`src/hw/rtl/piecewise_cubic_evaluator_defines.svh`:
```
// Assertion helpers for the piecewise cubic evaluator.
`ifndef PIECEWISE_CUBIC_EVALUATOR_DEFINES_SVH
`define PIECEWISE_CUBIC_EVALUATOR_DEFINES_SVH

`ifndef SYNTHESIS
// Same-cycle implication, disabled while in reset.
`define PCE_ASSERT_IMP(label, clk, rst_n, ante, cons) \
    label: assert property (@(posedge clk) disable iff (!rst_n) (ante) |-> (cons)) \
        else $error("pce: same-cycle check failed");
// Next-cycle implication, disabled while in reset.
`define PCE_ASSERT_NXT(label, clk, rst_n, ante, cons) \
    label: assert property (@(posedge clk) disable iff (!rst_n) (ante) |=> (cons)) \
        else $error("pce: next-cycle check failed");
`else
`define PCE_ASSERT_IMP(label, clk, rst_n, ante, cons)
`define PCE_ASSERT_NXT(label, clk, rst_n, ante, cons)
`endif

`endif

```
`src/hw/rtl/pce_pkg.sv`:
```
package pce_pkg;

    localparam int MAX_KNOTS  = 32;
    localparam int KNOT_IDX_W = 5;
    localparam int NUM_SEGS   = MAX_KNOTS - 1;
    localparam int SEG_W      = 5;
    localparam int COEF_IDX_W = 7;
    localparam int NUM_W      = 6;
    localparam int OP_W       = 2;
    localparam int DATA_W     = 32;
    localparam int FRAC_BITS  = 16;
    localparam int VALUE_W    = 48;

    // Horner datapath: 33x32 signed limb products into a 128-bit accumulator
    localparam int LIMB_W     = DATA_W + 1;
    localparam int MUL_W      = LIMB_W + DATA_W;
    localparam int H_W        = 3 * DATA_W;
    localparam int ACC_W      = 4 * DATA_W;
    localparam int RND_LSB    = 3 * FRAC_BITS;

    localparam logic [ACC_W-1:0] ROUND_HALF = {{(ACC_W-1){1'b0}}, 1'b1} << (RND_LSB - 1);
    localparam logic [VALUE_W-1:0] SAT_MAX  = {1'b0, {(VALUE_W-1){1'b1}}};
    localparam logic [VALUE_W-1:0] SAT_MIN  = {1'b1, {(VALUE_W-1){1'b0}}};

    localparam int S_TDATA_W  = 72;
    localparam int M_TDATA_W  = 56;

    typedef enum logic [OP_W-1:0] {
        OP_LOAD_KNOT = 2'd0,
        OP_LOAD_COEF = 2'd1,
        OP_EVAL      = 2'd2
    } op_t;

    typedef struct packed {
        logic x_ge;   // query at or above this knot
        logic x_le;   // query at or below this knot
        logic encl;   // this knot and the next enclose the query
    } cell_flags_t;

endpackage

```
`src/hw/rtl/pce_horner.sv`:
```
`include "piecewise_cubic_evaluator_defines.svh"

module pce_horner (
    input  logic                               clk,
    input  logic                               rst_n,
    input  logic                               start,
    input  logic                               out_free,
    input  logic signed [pce_pkg::DATA_W-1:0]  x,
    input  logic signed [pce_pkg::DATA_W-1:0]  coef_a,
    input  logic signed [pce_pkg::DATA_W-1:0]  coef_b,
    input  logic signed [pce_pkg::DATA_W-1:0]  coef_c,
    input  logic signed [pce_pkg::DATA_W-1:0]  coef_d,
    output logic                               done,
    output logic        [pce_pkg::VALUE_W-1:0] value,
    output logic                               overflowed
);
    import pce_pkg::*;

    typedef enum logic [3:0] {
        C_IDLE = 4'b0001,
        C_MUL  = 4'b0010,
        C_ADD  = 4'b0100,
        C_RND  = 4'b1000
    } calc_state_t;

    calc_state_t              state_reg, state_next;
    logic [1:0]               step_reg, step_next;
    logic [1:0]               limb_reg, limb_next;
    logic [H_W-1:0]           m_reg, m_next;
    logic [ACC_W-1:0]         r_reg, r_next;
    logic signed [MUL_W-1:0]  prod_reg;

    logic [DATA_W-1:0]        limb;
    logic                     limb_signed;
    logic signed [LIMB_W-1:0] limb_ext;
    logic signed [MUL_W-1:0]  product;
    logic signed [ACC_W-1:0]  prod_ext;
    logic [ACC_W-1:0]         addend;
    logic [ACC_W-1:0]         sum;
    logic [1:0]               last_limb;
    logic signed [ACC_W-1:0]  init_b, init_c, init_d;
    logic [ACC_W-1:0]         rnd;
    logic                     fits;

    // Lower limbs are unsigned; the top limb, and the lone limb of step 0, is signed.
    always_comb
    begin
        case (limb_reg)
            2'd0:    limb = m_reg[DATA_W-1:0];
            2'd1:    limb = m_reg[2*DATA_W-1:DATA_W];
            default: limb = m_reg[3*DATA_W-1:2*DATA_W];
        endcase
    end

    assign limb_signed = (limb_reg == 2'd2) || (step_reg == 2'd0);
    assign limb_ext    = {limb_signed & limb[DATA_W-1], limb};
    assign product     = limb_ext * x;
    assign prod_ext    = ACC_W'(prod_reg);

    always_comb
    begin
        case (limb_reg)
            2'd0:    addend = prod_ext;
            2'd1:    addend = prod_ext << DATA_W;
            default: addend = prod_ext << (2 * DATA_W);
        endcase
    end

    assign sum       = r_reg + addend;
    assign last_limb = (step_reg == 2'd0) ? 2'd0 : 2'd2;
    assign init_b    = ACC_W'(coef_b) <<< FRAC_BITS;
    assign init_c    = ACC_W'(coef_c) <<< (2 * FRAC_BITS);
    assign init_d    = ACC_W'(coef_d) <<< (3 * FRAC_BITS);

    // Round half up, then saturate to the output width.
    assign rnd  = r_reg + ROUND_HALF;
    assign fits = (&rnd[ACC_W-1:RND_LSB+VALUE_W-1]) || !(|rnd[ACC_W-1:RND_LSB+VALUE_W-1]);

    always_comb
    begin
        if (fits)
        begin
            value = rnd[RND_LSB+VALUE_W-1:RND_LSB];
        end
        else if (rnd[ACC_W-1])
        begin
            value = SAT_MIN;
        end
        else
        begin
            value = SAT_MAX;
        end
    end

    assign overflowed = !fits;
    assign done       = (state_reg == C_RND) && out_free;

    always_comb
    begin
        state_next = state_reg;
        step_next  = step_reg;
        limb_next  = limb_reg;
        m_next     = m_reg;
        r_next     = r_reg;
        case (state_reg)
            C_IDLE:
            begin
                if (start)
                begin
                    m_next     = H_W'(coef_a);
                    r_next     = init_b;
                    step_next  = 2'd0;
                    limb_next  = 2'd0;
                    state_next = C_MUL;
                end
            end
            C_MUL:
            begin
                state_next = C_ADD;
            end
            C_ADD:
            begin
                r_next     = sum;
                state_next = C_MUL;
                if (limb_reg == last_limb)
                begin
                    if (step_reg == 2'd2)
                    begin
                        state_next = C_RND;
                    end
                    else
                    begin
                        // Fold the finished Horner step back in as the next multiplicand.
                        m_next    = sum[H_W-1:0];
                        r_next    = (step_reg == 2'd0) ? init_c : init_d;
                        step_next = step_reg + 2'd1;
                        limb_next = 2'd0;
                    end
                end
                else
                begin
                    limb_next = limb_reg + 2'd1;
                end
            end
            C_RND:
            begin
                if (out_free)
                begin
                    state_next = C_IDLE;
                end
            end
            default:
            begin
                state_next = C_IDLE;
            end
        endcase
    end

    always_ff @(posedge clk or negedge rst_n)
    begin
        if (!rst_n)
        begin
            state_reg <= C_IDLE;
            step_reg  <= 2'd0;
            limb_reg  <= 2'd0;
        end
        else
        begin
            state_reg <= state_next;
            step_reg  <= step_next;
            limb_reg  <= limb_next;
        end
    end

    always_ff @(posedge clk)
    begin
        m_reg <= m_next;
        r_reg <= r_next;
        if (state_reg == C_MUL)
        begin
            prod_reg <= product;
        end
    end

    `PCE_ASSERT_NXT(a_mul_then_add, clk, rst_n, state_reg == C_MUL, state_reg == C_ADD)
    `PCE_ASSERT_IMP(a_limb_range, clk, rst_n, state_reg != C_IDLE, limb_reg != 2'd3 && step_reg != 2'd3)
    `PCE_ASSERT_IMP(a_first_step_one_limb, clk, rst_n, state_reg == C_ADD && step_reg == 2'd0, limb_reg == 2'd0)

endmodule
```
`config.mk`:
```
export PLATFORM = sky130hd
export DESIGN_NAME = pce_horner
export DESIGN_NICKNAME = d
export VERILOG_FILES = /design/src/hw/rtl/pce_pkg.sv /design/src/hw/rtl/pce_horner.sv
export VERILOG_INCLUDE_DIRS = /design/src /design/src/hw/rtl
export SDC_FILE = /design/constraint.sdc
export NUM_CORES = 2
export LEC_CHECK = 0
export BUFFER_PORTS_ARGS = -buffer_cell sky130_fd_sc_hd__buf_4
export CORE_ASPECT_RATIO = 1.5
export CORE_MARGIN = 3
export CORE_UTILIZATION = 30
export DETAILED_ROUTE_END_ITERATION = 10
export HOLD_SLACK_MARGIN = 0.02
export PLACE_DENSITY = 0.56
export SETUP_SLACK_MARGIN = 0.2
export SYNTH_ARGS = -nofsm -noshare
export SYNTH_HDL_FRONTEND = slang
export SYNTH_SLANG_ARGS = --single-unit
```
`constraint.sdc`:
```
create_clock -name clk -period 29.1 [get_ports clk]
set_clock_uncertainty 0.15 [all_clocks]
set_input_delay 5.82 -clock clk [delete_from_list [all_inputs] [get_ports clk]]
set_output_delay 5.82 -clock clk [all_outputs]
set_load 0.02 [all_outputs]
```
==> qor.yml <==
run_status:
  status: "finished, final reports clean"
clock_tree:
  cts_root_buf: "clkbuf_16"
  cts_setup_buffers: 0
  cts_tree: "done"
  clk_path_buf_depth: 3
  cts_hold_buf: 0
  clkTransAtPathRegs_ns: 0.06
  cts_inserted_buffers: 34
  htreeDepth: 2
  cts_sinks: 297
  clk_latency_ns: 0.61
  cts_resized: 0
placement:
  dp_hpwl_mm: 181.6
  io_buffers: 213
  gp_congestion: 1.001
  post-place-ws_ns: 14.34
  dpl.cell_count: 9214
die:
  ios: 214
  die_h_um: 557.0
  placementRows: 201
  dieArea_um2: 207900
  initial_core_util: 0.3025
  die_w_um: 373.3
  core_um2: 200700
timing:
  tightestPinTransition_ns: 1.228
  timing_hold_violations_final: 0
  fin_crit_sh: 0.4868
  drv_slew: 0
  post-route-min-period_ns: 14.17
  fmax_ghz: 0.07059
  rsz0062_at_grt: "no"
  fin_tns_setup_ns: 0
  finalSetupViolCount: 0
  setup_ws_ns: 14.93
  slew_headroom: 0.1759
drt:
  vias: 48910
  drt_first_iter_violations: 4158
  drc_errors: 0
  antenna_left: 0
  via_per_inst: 5.270
  wire_per_inst_um: 24.86
  firstDrtPassIters: 6
  routed_wl_mm: 230.8
setup_path:
  crit_path_top_delay_cell: "fa_1"
  rr_worst_depth: 34
  endpoint_kind: "flip-flop"
  crit_required_ns: 29.31
  cp_max_fo: 33
  startpoint_type: "input port"
  crit_type: "input port to flip-flop"
  rrSetupSlack_ns: 17.57
  crit_top_cell: "fa_1"
  r2r-start: "limb_reg[0]$_DFFE_PN0P_"
  arrival_ns: 14.38
  slowest_delay_ns: 1.00
  timing.rr.end: "prod_reg[57]$_DFFE_PN_"
grt:
  grt-ovfl-total: 0
  grt_pass1_wl_mm: 340.9
  antenna_found_initial: 13
  grt_util_all_layers: 0.2199
  grt_pass1_vias: 52390
  grt_max_degree: 87
logic_synthesis:
  synthFlopType: "edfxtp_1"
  synth_common_cells: "1113 x fa_1, 1097 x inv_1, 880 x nand2_1"
  synth_area_um2: 60720
  syn_area_per_cell_um2: 9.068
  synth_fp_nets: 8292
  yosysSeqAreaShare: 0.1462
  synthTopCellsByArea: "fa_1 37%, edfxtp_1 14%, inv_1 6.8%, ha_1 6.6%, and2_1 5.8%"
  synth_top_area_share: 0.3670
  synth_largest_area_cell: "fa_1"
  ys_seq_elements: 297
  synth_enable_flop_cells: 289
  yosysWarningCount: 0
  synth_cell_types: 87
  synthArstFlopShare: 0.02694
  post-synth-top-count-cell: "fa_1"
  syn-instance-count: 6696
flow_run:
  max-cap-violations: 0
cells_and_area:
  area_delta_synth_final_pct: 8.354
  instances_no_fill: 9281
  nets: 8207
  largest_reg_flops: 128
  layout-drive-gt1-share: 0.06509
  utilization: 0.3278
worst_hold_path:
  hold_depth: 1
  worstHoldStart: "step_reg[0]$_DFFE_PN0P_"
  holdPathEnd: "step_reg[0]$_DFFE_PN0P_"
  hp-class: "flip-flop to flip-flop"
==> per-stage QoR <==
step	hold WS, ns	area (um^2)
3_5_place_dp	0.3527	64610
3_3_place_gp	0.3342	64610
2_1_floorplan	0.3068	60720
4_1_cts	0.3643	65780
6_report	0.3623	65790
5_1_grt	0.3759	65780
==> critical path: cells and delay by family <==
kind | cells | cell delay (ns)
adders and majority gates | 9 | 5.28
AOI/OAI and AO/OA | 5 | 0.94
and+or+nand+nor | 7 | 1.17
buffers and inverters | 6 | 1.14
==> final cells by class <==
cell class | instances | area [um^2]
Timing Repair Buffer | 274 | 2057
Inverter | 1097 | 4123
Antenna cell | 5 | 12.51
Sequential cell | 297 | 8880
Tap cell | 2639 | 3302
Clock inverter | 24 | 289.0
Multi-Input combinational cell | 4907 | 46250
Fill cell | 20900 | 134900
Clock buffer | 38 | 875.8
==> logic make-up (layout without fill, tap and decap cells) <==
group,count (synthesis),in the layout,share of synthesized area
other cells,0,5,0
simple gates,2045,2045,0.1659
flops,297,297,0.1462
xor+xnor,247,247,0.03563
fa+ha+maj,1432,1432,0.4327
compound gates,1161,1161,0.1223
mux,22,22,0.003812
buf+inv,1492,1433,0.09337
==> worst max-delay path by stage <==
stage                     slack (ns)                     end  startpoint
final                          14.93  prod_reg[62]$_DFFE_PN_        x[5]
after global routing           14.50  prod_reg[57]$_DFFE_PN_        x[8]
after CTS                      14.95  prod_reg[62]$_DFFE_PN_        x[5]
after detailed placement       14.34  prod_reg[62]$_DFFE_PN_        x[5]
after global placement         14.48  prod_reg[62]$_DFFE_PN_        x[5]
after floorplan                15.42  prod_reg[62]$_DFFE_PN_        x[5]
==> metal layers <==
metal  part of all wire  wire [um]  track usage
met1               0.37      85720       0.2568
met5            0.00025         57            0
met3              0.067      15470      0.03074
met2               0.49     113200       0.3851
met4              0.071      16280       0.1294
==> placed cells by master, fill, tap and decap left out, drive strengths merged, types with 25 or more instances in the layout <==
master  synthesis  final
or2            29     29
nor3           50     50
o21ai         369    369
inv          1097   1102
a211oi         27     27
and2          560    560
edfxtp        289    289
a31oi          51     51
nor2          207    207
xnor2         149    149
buf            20    274
a221o          36     36
ha            319    319
nand2         880    880
and3           41     41
clkbuf        375     38
a22oi          32     32
a21o          128    128
nand4          92     92
o31ai          25     25
fa           1113   1113
o21bai         49     49
nand2b         30     30
xor2           98     98
o21a           38     38
a21oi         262    262
a22o           33     33
nand3          57     57
Power is not shown: default switching activity piles up to over one toggle a cycle in this logic, so the estimate is an artifact.
