[src/hw/rtl/piecewise_cubic_evaluator_defines.svh]
// Assertion helpers for the piecewise cubic evaluator.
`ifndef PIECEWISE_CUBIC_EVALUATOR_DEFINES_SVH
`define PIECEWISE_CUBIC_EVALUATOR_DEFINES_SVH

`ifndef SYNTHESIS
// Same-cycle implication, disabled while in reset.
`define PCE_ASSERT_IMP(label, clk, rst_n, ante, cons) \
    label: assert property (@(posedge clk) disable iff (!rst_n) (ante) |-> (cons)) \
        else $error("pce: same-cycle check failed");
// Next-cycle implication, disabled while in reset.
`define PCE_ASSERT_NXT(label, clk, rst_n, ante, cons) \
    label: assert property (@(posedge clk) disable iff (!rst_n) (ante) |=> (cons)) \
        else $error("pce: next-cycle check failed");
`else
`define PCE_ASSERT_IMP(label, clk, rst_n, ante, cons)
`define PCE_ASSERT_NXT(label, clk, rst_n, ante, cons)
`endif

`endif

[src/hw/rtl/pce_pkg.sv]
package pce_pkg;

    localparam int MAX_KNOTS  = 32;
    localparam int KNOT_IDX_W = 5;
    localparam int NUM_SEGS   = MAX_KNOTS - 1;
    localparam int SEG_W      = 5;
    localparam int COEF_IDX_W = 7;
    localparam int NUM_W      = 6;
    localparam int OP_W       = 2;
    localparam int DATA_W     = 32;
    localparam int FRAC_BITS  = 16;
    localparam int VALUE_W    = 48;

    // Horner datapath: 33x32 signed limb products into a 128-bit accumulator
    localparam int LIMB_W     = DATA_W + 1;
    localparam int MUL_W      = LIMB_W + DATA_W;
    localparam int H_W        = 3 * DATA_W;
    localparam int ACC_W      = 4 * DATA_W;
    localparam int RND_LSB    = 3 * FRAC_BITS;

    localparam logic [ACC_W-1:0] ROUND_HALF = {{(ACC_W-1){1'b0}}, 1'b1} << (RND_LSB - 1);
    localparam logic [VALUE_W-1:0] SAT_MAX  = {1'b0, {(VALUE_W-1){1'b1}}};
    localparam logic [VALUE_W-1:0] SAT_MIN  = {1'b1, {(VALUE_W-1){1'b0}}};

    localparam int S_TDATA_W  = 72;
    localparam int M_TDATA_W  = 56;

    typedef enum logic [OP_W-1:0] {
        OP_LOAD_KNOT = 2'd0,
        OP_LOAD_COEF = 2'd1,
        OP_EVAL      = 2'd2
    } op_t;

    typedef struct packed {
        logic x_ge;   // query at or above this knot
        logic x_le;   // query at or below this knot
        logic encl;   // this knot and the next enclose the query
    } cell_flags_t;

endpackage

[src/hw/rtl/pce_knot_cell.sv]
module pce_knot_cell (
    input  logic                              clk,
    input  logic                              rst_n,
    input  logic                              knot_we,
    input  logic signed [pce_pkg::DATA_W-1:0] knot_wdata,
    input  logic signed [pce_pkg::DATA_W-1:0] x,
    input  logic                              le_next,
    output logic                              le_here,
    output pce_pkg::cell_flags_t              flags
);
    import pce_pkg::*;

    logic signed [DATA_W-1:0] knot_reg;
    cell_flags_t              flags_reg;
    cell_flags_t              flags_next;

    always_ff @(posedge clk)
    begin
        if (knot_we)
        begin
            knot_reg <= knot_wdata;
        end
    end

    // Hand the at-or-below result to the lower neighbor; combine with the upper one.
    assign le_here = (x <= knot_reg);

    always_comb
    begin
        flags_next.x_ge = (x >= knot_reg);
        flags_next.x_le = le_here;
        flags_next.encl = flags_next.x_ge && le_next;
    end

    always_ff @(posedge clk or negedge rst_n)
    begin
        if (!rst_n)
        begin
            flags_reg <= '0;
        end
        else
        begin
            flags_reg <= flags_next;
        end
    end

    assign flags = flags_reg;

endmodule

[config.mk]
export PLATFORM = sky130hd
export DESIGN_NAME = pce_knot_cell
export DESIGN_NICKNAME = d
export VERILOG_FILES = /design/src/hw/rtl/piecewise_cubic_evaluator_defines.svh /design/src/hw/rtl/pce_pkg.sv /design/src/hw/rtl/pce_knot_cell.sv
export SDC_FILE = /design/constraint.sdc
export NUM_CORES = 1
export LEC_CHECK = 0
export BUFFER_PORTS_ARGS = -buffer_cell sky130_fd_sc_hd__buf_4
export CAP_MARGIN = 20
export CORE_MARGIN = 4
export CORE_UTILIZATION = 50
export DETAILED_ROUTE_END_ITERATION = 7
export HOLD_SLACK_MARGIN = 0.05
export MAX_ROUTING_LAYER = met4
export PLACE_DENSITY = 0.81
export SYNTH_ARGS = -nofsm -noshare
export SYNTH_HDL_FRONTEND = slang
export SYNTH_SLANG_ARGS = --single-unit
[constraint.sdc]
create_clock -name clk -period 4.2 [get_ports clk]
set_input_delay 0.63 -clock clk [delete_from_list [all_inputs] [get_ports clk]]
set_output_delay 0.63 -clock clk [all_outputs]
set_load 0.03 [all_outputs]
==> flow_metrics.env, run 1 <==
export IMPL_grt_pass1_wl_um=5520
export IMPL_regArea_um2=1040
export IMPL_io_buffers=71
export IMPL_antenna_found_initial=0
export IMPL_wl_um=3390
export IMPL_largest_register_ff_count=32
export IMPL_setup_viol=0
export IMPL_cts_resized=0
export IMPL_path_cells="buf_4 > ha_1 > a21oi_1 > nand2_1 > a221o_1 > o31ai_2 > and2b_1 > mux2_4 > buf_4"
export IMPL_period_minus_slack_ns=3.23
export IMPL_skew_ns=0.00762
export IMPL_cpPeakStageDelay_ns=0.35
export IMPL_nets=334
export IMPL_ys_types=26
export IMPL_max_cap_violations=0
export IMPL_dp_cells=275
export IMPL_syn_nets=256
export IMPL_slew_viol_final=0
export IMPL_clk_latency_ns=0.28
export IMPL_synthCells=156
export IMPL_layoutNonFillerInstCount=283
export IMPL_synth_top_cells_by_area="edfxtp_1 (50%), ha_1 (21%), inv_1 (6.7%), dfrtp_1 (3.9%), a21oi_1 (3.4%)"
export IMPL_ys_seq_elements=35
export IMPL_p_per_area_nw_per_um2=317
export IMPL_fmax_mhz=309
export IMPL_chipWidth_um=69.9
export IMPL_cts_tree="yes"
export IMPL_drt_iter0_drc=41
export IMPL_via_per_inst=4.75
export IMPL_hold_path_class="primary input to asynchronous set/reset pin"
export IMPL_place_congestion=0.784
export IMPL_synth_area_um2=1920
export IMPL_synth_top_area_cell="edfxtp_1"
export IMPL_dieArea_um2=4890
export IMPL_cts_root_buffer="clkbuf_8"
export IMPL_post_cts_buffers=0
export IMPL_cts_buffers=5
export IMPL_end_kind="output port"
export IMPL_n_antenna_cell=0
export IMPL_cts_hold_repair_buffers=0
export IMPL_drt_pass1_iter_count=4
export IMPL_required_ns=3.57
export IMPL_gr_total_overflow=0
export IMPL_hpwl_um=2920
export IMPL_critical_path_arrival_ns=2.60
export IMPL_clockBufferDepth=2
export IMPL_drcViolationCount=0
export IMPL_num_rows=22
export IMPL_die_y_um=69.9
export IMPL_grt_use_total_pct=15.0
export IMPL_drive_above_1_share_pct=35.3
export IMPL_p_leak_nw=1.27
export IMPL_tightest_slew_ns=0.386
export IMPL_status="finished, final reports clean"
export IMPL_fin_crit_sh_pct=77.0
export IMPL_io_pins=72
export IMPL_final_core_util_pct=70.3
export IMPL_syn_avg_cell_area_um2=12.3
export IMPL_cp_max_fo=3
export IMPL_yosysTopAreaCellShare_pct=50.1
export IMPL_wl_per_cell_um=12.0
export IMPL_area_delta_synth_final_pct=35.2
export IMPL_synth_ff_type="edfxtp_1"
export IMPL_rsz0062_at_grt="false"
export IMPL_multi_input_area_um2=753
export IMPL_via_count=1343
export IMPL_grt_pass1_vias=1311
export IMPL_clk_pin_slew_ns=0.07
export IMPL_finalHoldViolCount=0
export IMPL_crit_type="primary input to output port"
export IMPL_synth_warnings=0
export IMPL_relSlewSlack_pct=74.3
export IMPL_ys_seq_area_share_pct=54.0
export IMPL_cts_max_level=2
export IMPL_critPathBufInv=2
export IMPL_grt_max_degree=33
export IMPL_peakVddDrop_mv=0.221
export IMPL_cts_sinks=35
export IMPL_path_delay_family="compound AO/OA/AOI/OAI gates"
export IMPL_worst_hold_slack_ns=0.122
export IMPL_async_flop_share_pct=8.57
export IMPL_start_util_pct=52.0
export IMPL_cp_common_cell="buf_4"
export IMPL_ant_nets=0
export IMPL_cp_slowest_cell="a221o_1"
export IMPL_core_um2=3690
export IMPL_fin_tns_setup_ns=0
export IMPL_synth_edf_count=32
export IMPL_startpoint_type="primary input"
export IMPL_fillCellCount=282
## logic make-up (layout without fill, tap and decap cells)
logic type	Yosys count	count (layout)	synth area share (%)
simple gates	28	28	8.88
flops	35	35	54.0
compound gates	26	26	8.75
buf+inv	34	113	6.66
mux	1	1	0.783
fa+ha+maj	32	32	20.9
## per-layer routing
layer	vias up	GRT usage, %	part of all wire, %
met1	589	17.7	40
met5	-	-	0
met3	4	4.75	5.5
li1	717	-	-
met4	0	4.47	1.0
met2	33	24.6	53
## Yosys cell counts (2+ instances only)
master / number
nand2_1: 7
ha_1: 32
o211ai_1: 2
a21oi_1: 13
nand3_1: 4
edfxtp_1: 32
a22oi_1: 2
inv_1: 34
nand4_1: 5
dfrtp_1: 3
o21ai_0: 3
nor2_1: 5
## final cells by class
class | count | share of cell area (%)
timing repair buffer | 71 | 20.6
tap | 48 | 2.32
clock inverter | 1 | 0.193
inverter | 34 | 4.93
clock buffer | 7 | 2.95
sequential | 35 | 40.0
multi-input combinational | 87 | 29.1
## power breakdown
| group | leakage, nW | switching, W | internal, W |
|---|---|---|---|
| registers | 0.349 | 0.00000743 | 0.000414 |
| logic | 0.882 | 0.0000869 | 0.0000917 |
| clock network | 0.0422 | 0.000104 | 0.000116 |
| total | 1.27 | 0.000199 | 0.000621 |
## path summary, 6_finish.rpt
path / start / endpoint / slack (ns) / cells past startpoint
worst min-delay path: rst_n / flags[1] / 0.12 / 1
max in group asynchronous: rst_n / flags[0] / 3.99 / 1
min in group clk: knot_wdata[9] / knot_reg[9] / 0.52 / 1
worst min register to register: knot_reg[31] / flags[1] / 0.80 / 3
worst max register to register: knot_reg[14] / flags[1] / 2.01 / 8
worst max-delay path: x[14] / le_here / 0.97 / 9
## layout by cell type (no fill, tap or decap), drive strengths merged, types with 2 or more instances in the layout
master  synthesis  routed
a21oi          13      13
nor2            5       5
a22oi           2       2
ha             32      32
nor4            2       2
inv            34      34
o21ai           3       3
nand4           6       6
nand3           4       4
edfxtp         32      32
nand2           7       7
dfrtp           3       3
buf             0      71
clkbuf          0       7
o211ai          2       2
## metrics by stage
step / worst slack, ns / area, µm² / total power [W]
floorplan: 1.29 / 1920 / 0.000523
global placement: 0.991 / 2510 / 0.000603
detailed placement: 0.963 / 2510 / 0.000609
CTS: 0.957 / 2590 / 0.000832
global route: 0.835 / 2590 / 0.000873
finish: 0.968 / 2590 / 0.000820
Power figures use the tool's default switching activity.
==> inputs of run 2 (changes only) <==
--- a/config.mk
+++ b/config.mk
@@ -8,11 +8,11 @@
 export BUFFER_PORTS_ARGS = -buffer_cell sky130_fd_sc_hd__buf_4
 export CAP_MARGIN = 20
 export CORE_MARGIN = 4
-export CORE_UTILIZATION = 50
+export CORE_UTILIZATION = 49
 export DETAILED_ROUTE_END_ITERATION = 7
 export HOLD_SLACK_MARGIN = 0.05
 export MAX_ROUTING_LAYER = met4
-export PLACE_DENSITY = 0.81
+export PLACE_DENSITY = 0.8
 export SYNTH_ARGS = -nofsm -noshare
 export SYNTH_HDL_FRONTEND = slang
 export SYNTH_SLANG_ARGS = --single-unit
==> constraint.sdc (replaced) <==
create_clock -name clk -period 3.4 [get_ports clk]
set_input_delay 0.51 -clock clk [delete_from_list [all_inputs] [get_ports clk]]
set_output_delay 0.51 -clock clk [all_outputs]
set_load 0.03 [all_outputs]
==> run 2 against run 1 <==
Net effect: sequential cell count did not move; critical path depth did not move; critical endpoint unchanged; highest routed layer unchanged; clock power rose by 25%; hold slack improved by 0.28 ns; via count rose by 3.8%; sequential power rose by 24%.
==> flow_metrics.env, run 2 (synthesized netlist as in run 1, its figures left out) <==
export IMPL_worstSetupStartpoint="knot_reg[14]"
export IMPL_fin_ws_ns=0.418
export IMPL_tightest_slew_ns=0.397
export IMPL_hpwl_um=3030
export IMPL_hold_path_class="primary input to register"
export IMPL_nets=335
export IMPL_n_antenna_cell=0
export IMPL_chipWidth_um=70.5
export IMPL_comb_power_share_pct=21.9
export IMPL_place_congestion=0.828
export IMPL_cts_buffers=5
export IMPL_clk_latency_ns=0.28
export IMPL_cts_sinks=35
export IMPL_io_pins=72
export IMPL_crit_type="register to output port"
export IMPL_reg2reg_slack_ns=1.26
export IMPL_cts_tree="yes"
export IMPL_fin_tns_setup_ns=0
export IMPL_fin_crit_sh_pct=87.7
export IMPL_final_area_um2=2600
export IMPL_p_leak_nw=1.28
export IMPL_gr_total_overflow=0
export IMPL_status="finished, final reports clean"
export IMPL_skew_ns=0.00270
export IMPL_worst_r2r_endpoint="flags[1]"
export IMPL_rsz0062_at_grt="false"
export IMPL_fmax_mhz=335
export IMPL_area_delta_synth_final_pct=35.6
export IMPL_ant_nets=0
export IMPL_setup_viol=0
export IMPL_cts_max_level=2
export IMPL_drcViolationCount=0
export IMPL_finalHoldViolCount=0
export IMPL_cts_root_buffer="clkbuf_8"
export IMPL_start_util_pct=51.6
export IMPL_layoutNonFillerInstCount=284
export IMPL_required_ns=2.89
export IMPL_critical_path_arrival_ns=2.47
export IMPL_clockBufferDepth=2
export IMPL_grt_pass1_vias=1395
export IMPL_p_int_w=0.000771
export IMPL_via_per_inst=4.91
export IMPL_p_sw_w=0.000249
export IMPL_max_cap_violations=0
export IMPL_timing_rr_start="knot_reg[14]"
export IMPL_period_minus_slack_ns=2.98
export IMPL_setup_worst_path_end="le_here"
export IMPL_grt_use_total_pct=15.8
export IMPL_placed_cell_area_um2=2510
export IMPL_slew_viol_final=0
export IMPL_num_rows=22
export IMPL_layout_common_cells="buf_4 (71), inv_1 (34), ha_1 (32), edfxtp_1 (32), a21oi_1 (13)"
export IMPL_wl_um=3620
export IMPL_netSwitchingFraction_pct=24.4
export IMPL_grt_pass1_wl_um=5870
export IMPL_die_y_um=70.5
export IMPL_via_count=1394
export IMPL_drt_pass1_iter_count=4
export IMPL_cp_max_fo=3
export IMPL_peakVddDrop_mv=0.290
export IMPL_dieArea_um2=4980
export IMPL_clkPwrFrac_pct=27.1
export IMPL_startpoint_type="register"
export IMPL_clk_pin_slew_ns=0.06
export IMPL_p_seq_share_pct=51.0
export IMPL_drt_iter0_drc=63
export IMPL_total_power_w=0.00102
export IMPL_dp_cells=275
export IMPL_grt_max_degree=33
export IMPL_largest_register_ff_count=32
export IMPL_rr_worst_depth=8
export IMPL_relSlewSlack_pct=73.5
export IMPL_drive_above_1_share_pct=34.7
export IMPL_core_um2=3720
export IMPL_antenna_found_initial=0
export IMPL_final_common_cell="buf_4"
export IMPL_io_buffers=71
export IMPL_dp_slack_ns=0.413
export IMPL_wl_per_cell_um=12.7
export IMPL_p_per_area_nw_per_um2=392
export IMPL_end_kind="output port"
run 2: changes by cell type in the layout (fill, tap and decap cells not counted):
cell           before  now
clkinv_2            1    0
dlygate4sd3_1       0    1
clkbuf_1            2    3
run 2: metrics by stage:
step,utilization [%],hold slack [ns]
after floorplan,-,0.214
after global routing,70.0,0.387
after detailed placement,67.5,0.301
final,70.0,0.405
after CTS,70.0,0.392
after global placement,67.5,0.299
run 2: worst min path at each step:
stage                   end  slack, ns  cells after the start      startpoint
2_1_floorplan      flags[0]       0.21                      0           rst_n
3_3_place_gp       flags[0]       0.30                      1           rst_n
3_5_place_dp       flags[0]       0.30                      1           rst_n
4_1_cts         knot_reg[3]       0.39                      1   knot_wdata[3]
5_1_grt        knot_reg[23]       0.39                      1  knot_wdata[23]
6_report        knot_reg[3]       0.40                      1   knot_wdata[3]
run 2: timing repair:
action,in CTS,in global routing
hold buffers,1,0
resized for setup,0,0
endpoints found under the hold margin,3,0
buffers inserted,0,0
run 2: layer usage:
metal	vias to the layer above	global-route usage [%]	wire length [µm]
met4	0	8.77	78
met5	-	-	0
met3	7	2.41	167
met2	33	26.7	1920
li1	717	-	-
met1	637	17.9	1450
run 2: power by group through the flow:
stage	clock network (W)	registers, W	logic, W
global route	0.000302	0.000524	0.000251
detailed placement	0	0.000529	0.000225
global placement	0	0.000528	0.000217
finish	0.000276	0.000520	0.000224
CTS	0.000286	0.000520	0.000227
floorplan	0	0.000541	0.000104
run 2: final cells by class:
| class | instances | area, µm² |
|---|---|---|
| timing repair buffer | 72 | 543 |
| sequential | 35 | 1040 |
| fill | 283 | 1120 |
| clock buffer | 8 | 80.1 |
| inverter | 34 | 128 |
| tap | 48 | 60.1 |
| multi-input combinational | 87 | 753 |
run 2: worst max-delay path: stages, from the launching register on:
cell,delay (ns)
edfxtp_1,0.37
inv_1,0.06
ha_1,0.25
a21oi_1,0.15
nand2_1,0.07
a221o_1,0.35
o31ai_2,0.30
and2b_1,0.18
mux2_4,0.30
buf_4,0.17
==> inputs of run 3 (changes only) <==
--- a/config.mk
+++ b/config.mk
@@ -11,7 +11,6 @@
 export CORE_UTILIZATION = 49
 export DETAILED_ROUTE_END_ITERATION = 7
 export HOLD_SLACK_MARGIN = 0.05
-export MAX_ROUTING_LAYER = met4
 export PLACE_DENSITY = 0.8
 export SYNTH_ARGS = -nofsm -noshare
 export SYNTH_HDL_FRONTEND = slang
==> run 3 against run 2 <==
Net effect: total power increased by 0.23%; clock power about the same; sequential power about the same; global-route usage decreased by 0.38 points; routed wire length decreased by 0.66%; register-to-register slack about the same; worst setup slack improved by 0.0015 ns; clock skew about the same; non-clock buffer count unchanged; design area unchanged; first-iteration DRC count decreased by 1.6%; utilization unchanged; critical endpoint unchanged.
==> flow_metrics.env, run 3 (synthesized netlist as in run 1, its figures left out) <==
export IMPL_timing_rr_start="knot_reg[14]"
export IMPL_fmax_mhz=335
export IMPL_start_util_pct=51.6
export IMPL_status="finished, final reports clean"
export IMPL_drt_pass1_iter_count=4
export IMPL_drive_above_1_share_pct=34.7
export IMPL_final_core_util_pct=70.0
export IMPL_core_um2=3720
export IMPL_use_met3_pct=3.69
export IMPL_reg2reg_slack_ns=1.26
export IMPL_busiest_layer="met2"
export IMPL_n_antenna_cell=0
export IMPL_cts_root_buffer="clkbuf_8"
export IMPL_p_per_area_nw_per_um2=393
export IMPL_whs_endpoint="knot_reg[3]"
export IMPL_p_int_w=0.000771
export IMPL_startpoint_type="register"
export IMPL_grt_use_total_pct=15.4
export IMPL_hpwl_um=3030
export IMPL_rsz0062_at_grt="false"
export IMPL_dieArea_um2=4980
export IMPL_relSlewSlack_pct=73.7
export IMPL_clk_latency_ns=0.28
export IMPL_num_rows=22
export IMPL_nets=335
export IMPL_io_pins=72
export IMPL_place_congestion=0.816
export IMPL_grt_max_degree=33
export IMPL_worst_r2r_endpoint="flags[1]"
export IMPL_met1_usage_pct=17.9
export IMPL_use_met2_pct=26.7
export IMPL_grt_pass1_vias=1399
export IMPL_largest_register_ff_count=32
export IMPL_ant_nets=0
export IMPL_gr_total_overflow=0
export IMPL_hold_start="knot_wdata[3]"
export IMPL_rr_worst_depth=8
export IMPL_drt_iter0_drc=62
export IMPL_placed_cell_area_um2=2510
export IMPL_grt_pass1_wl_um=5880
export IMPL_drcViolationCount=0
export IMPL_layout_common_cells="buf_4 (71), inv_1 (34), ha_1 (32), edfxtp_1 (32), a21oi_1 (13)"
export IMPL_peakVddDrop_mv=0.290
export IMPL_finalHoldViolCount=0
export IMPL_critical_path_arrival_ns=2.47
export IMPL_final_common_cell="buf_4"
export IMPL_via_count=1382
export IMPL_fin_crit_sh_pct=87.7
export IMPL_clk_pin_slew_ns=0.06
export IMPL_end_kind="output port"
export IMPL_tightest_slew_ns=0.394
export IMPL_whs_path_depth=1
export IMPL_cts_buffers=5
export IMPL_cts_sinks=35
export IMPL_crit_type="register to output port"
export IMPL_wl_per_cell_um=12.6
export IMPL_cp_slowest_cell="edfxtp_1"
export IMPL_cp_max_fo=3
export IMPL_cpPeakStageDelay_ns=0.37
export IMPL_wl_um=3590
export IMPL_p_sw_w=0.000251
export IMPL_cts_tree="yes"
export IMPL_slew_viol_final=0
export IMPL_p_leak_nw=1.28
export IMPL_comb_power_share_pct=21.9
export IMPL_die_y_um=70.5
export IMPL_chipWidth_um=70.5
export IMPL_area_delta_synth_final_pct=35.6
export IMPL_clkPwrFrac_pct=27.2
export IMPL_io_buffers=71
export IMPL_required_ns=2.89
export IMPL_p_seq_share_pct=50.9
export IMPL_antenna_found_initial=0
export IMPL_hold_path_class="primary input to register"
export IMPL_final_area_um2=2600
export IMPL_skew_ns=0.00289
export IMPL_netSwitchingFraction_pct=24.6
export IMPL_post_cts_buffers=0
export IMPL_fillCellCount=283
export IMPL_via_per_inst=4.87
export IMPL_max_cap_violations=0
export IMPL_setup_viol=0
export IMPL_period_minus_slack_ns=2.98
export IMPL_cts_max_level=2
export IMPL_clockBufferDepth=2
export IMPL_path_cells="inv_1 > ha_1 > a21oi_1 > nand2_1 > a221o_1 > o31ai_2 > and2b_1 > mux2_4 > buf_4"
export IMPL_fin_tns_setup_ns=0
[run 3: cell counts in the layout (fill, tap and decap cells not counted)]
Identical to the previous run, type by type.
[run 3: through the flow]
step           cells  worst slack [ns]  hold WS [ns]  power [W]
3_3_place_gp     275             0.438         0.299   0.000745
2_1_floorplan    156             0.726         0.214   0.000646
5_1_grt          284             0.269         0.383    0.00108
6_report         284             0.419         0.400    0.00102
4_1_cts          284             0.384         0.392    0.00103
3_5_place_dp     275             0.413         0.301   0.000754
[run 3: final cells by class]
| class | count | area (µm²) | area share (%) |
|---|---|---|---|
| multi-input combinational | 87 | 753 | 29.0 |
| clock buffer | 8 | 80.1 | 3.08 |
| sequential | 35 | 1040 | 39.8 |
| timing repair buffer | 72 | 543 | 20.9 |
| inverter | 34 | 128 | 4.91 |
| tap | 48 | 60.1 | 2.31 |
[run 3: worst max-delay path by stage]
stage | from | to | slack [ns] | cells after the start
finish | knot_reg[14] | le_here | 0.42 | 9
detailed placement | x[14] | le_here | 0.41 | 9
floorplan | x[14] | le_here | 0.73 | 7
CTS | knot_reg[14] | le_here | 0.38 | 9
global placement | x[14] | le_here | 0.44 | 9
global route | knot_reg[14] | le_here | 0.27 | 9
[run 3: repair_timing]
action | 4_1_cts | 5_1_grt
hold endpoints to repair | 3 | 0
hold buffers | 1 | 0
gates resized for setup | 0 | 0
[run 3: layer usage]
| metal | part of all wire [%] | vias up |
|---|---|---|
| li1 | - | 718 |
| met1 | 40 | 626 |
| met2 | 53 | 32 |
| met3 | 5.0 | 6 |
| met4 | 2.1 | 0 |
| met5 | 0 | - |
[run 3: worst max-delay path: cells and delay by family, from the launching register on]
| family | cells | cell delay, ns |
|---|---|---|
| AND/OR/NAND/NOR | 2 | 0.25 |
| AO/OA/AOI/OAI | 3 | 0.80 |
| multiplexers | 1 | 0.30 |
| buffers and inverters | 2 | 0.23 |
| adder cells (fa/ha/maj) | 1 | 0.25 |
| flip-flops | 1 | 0.37 |
[run 3: power groups by stage]
| stage | clock, W | sequential, W | combinational, W |
|---|---|---|---|
| floorplan | 0 | 0.000541 | 0.000104 |
| global placement | 0 | 0.000528 | 0.000217 |
| detailed placement | 0 | 0.000529 | 0.000225 |
| CTS | 0.000286 | 0.000520 | 0.000227 |
| global route | 0.000304 | 0.000524 | 0.000251 |
| finish | 0.000278 | 0.000520 | 0.000223 |
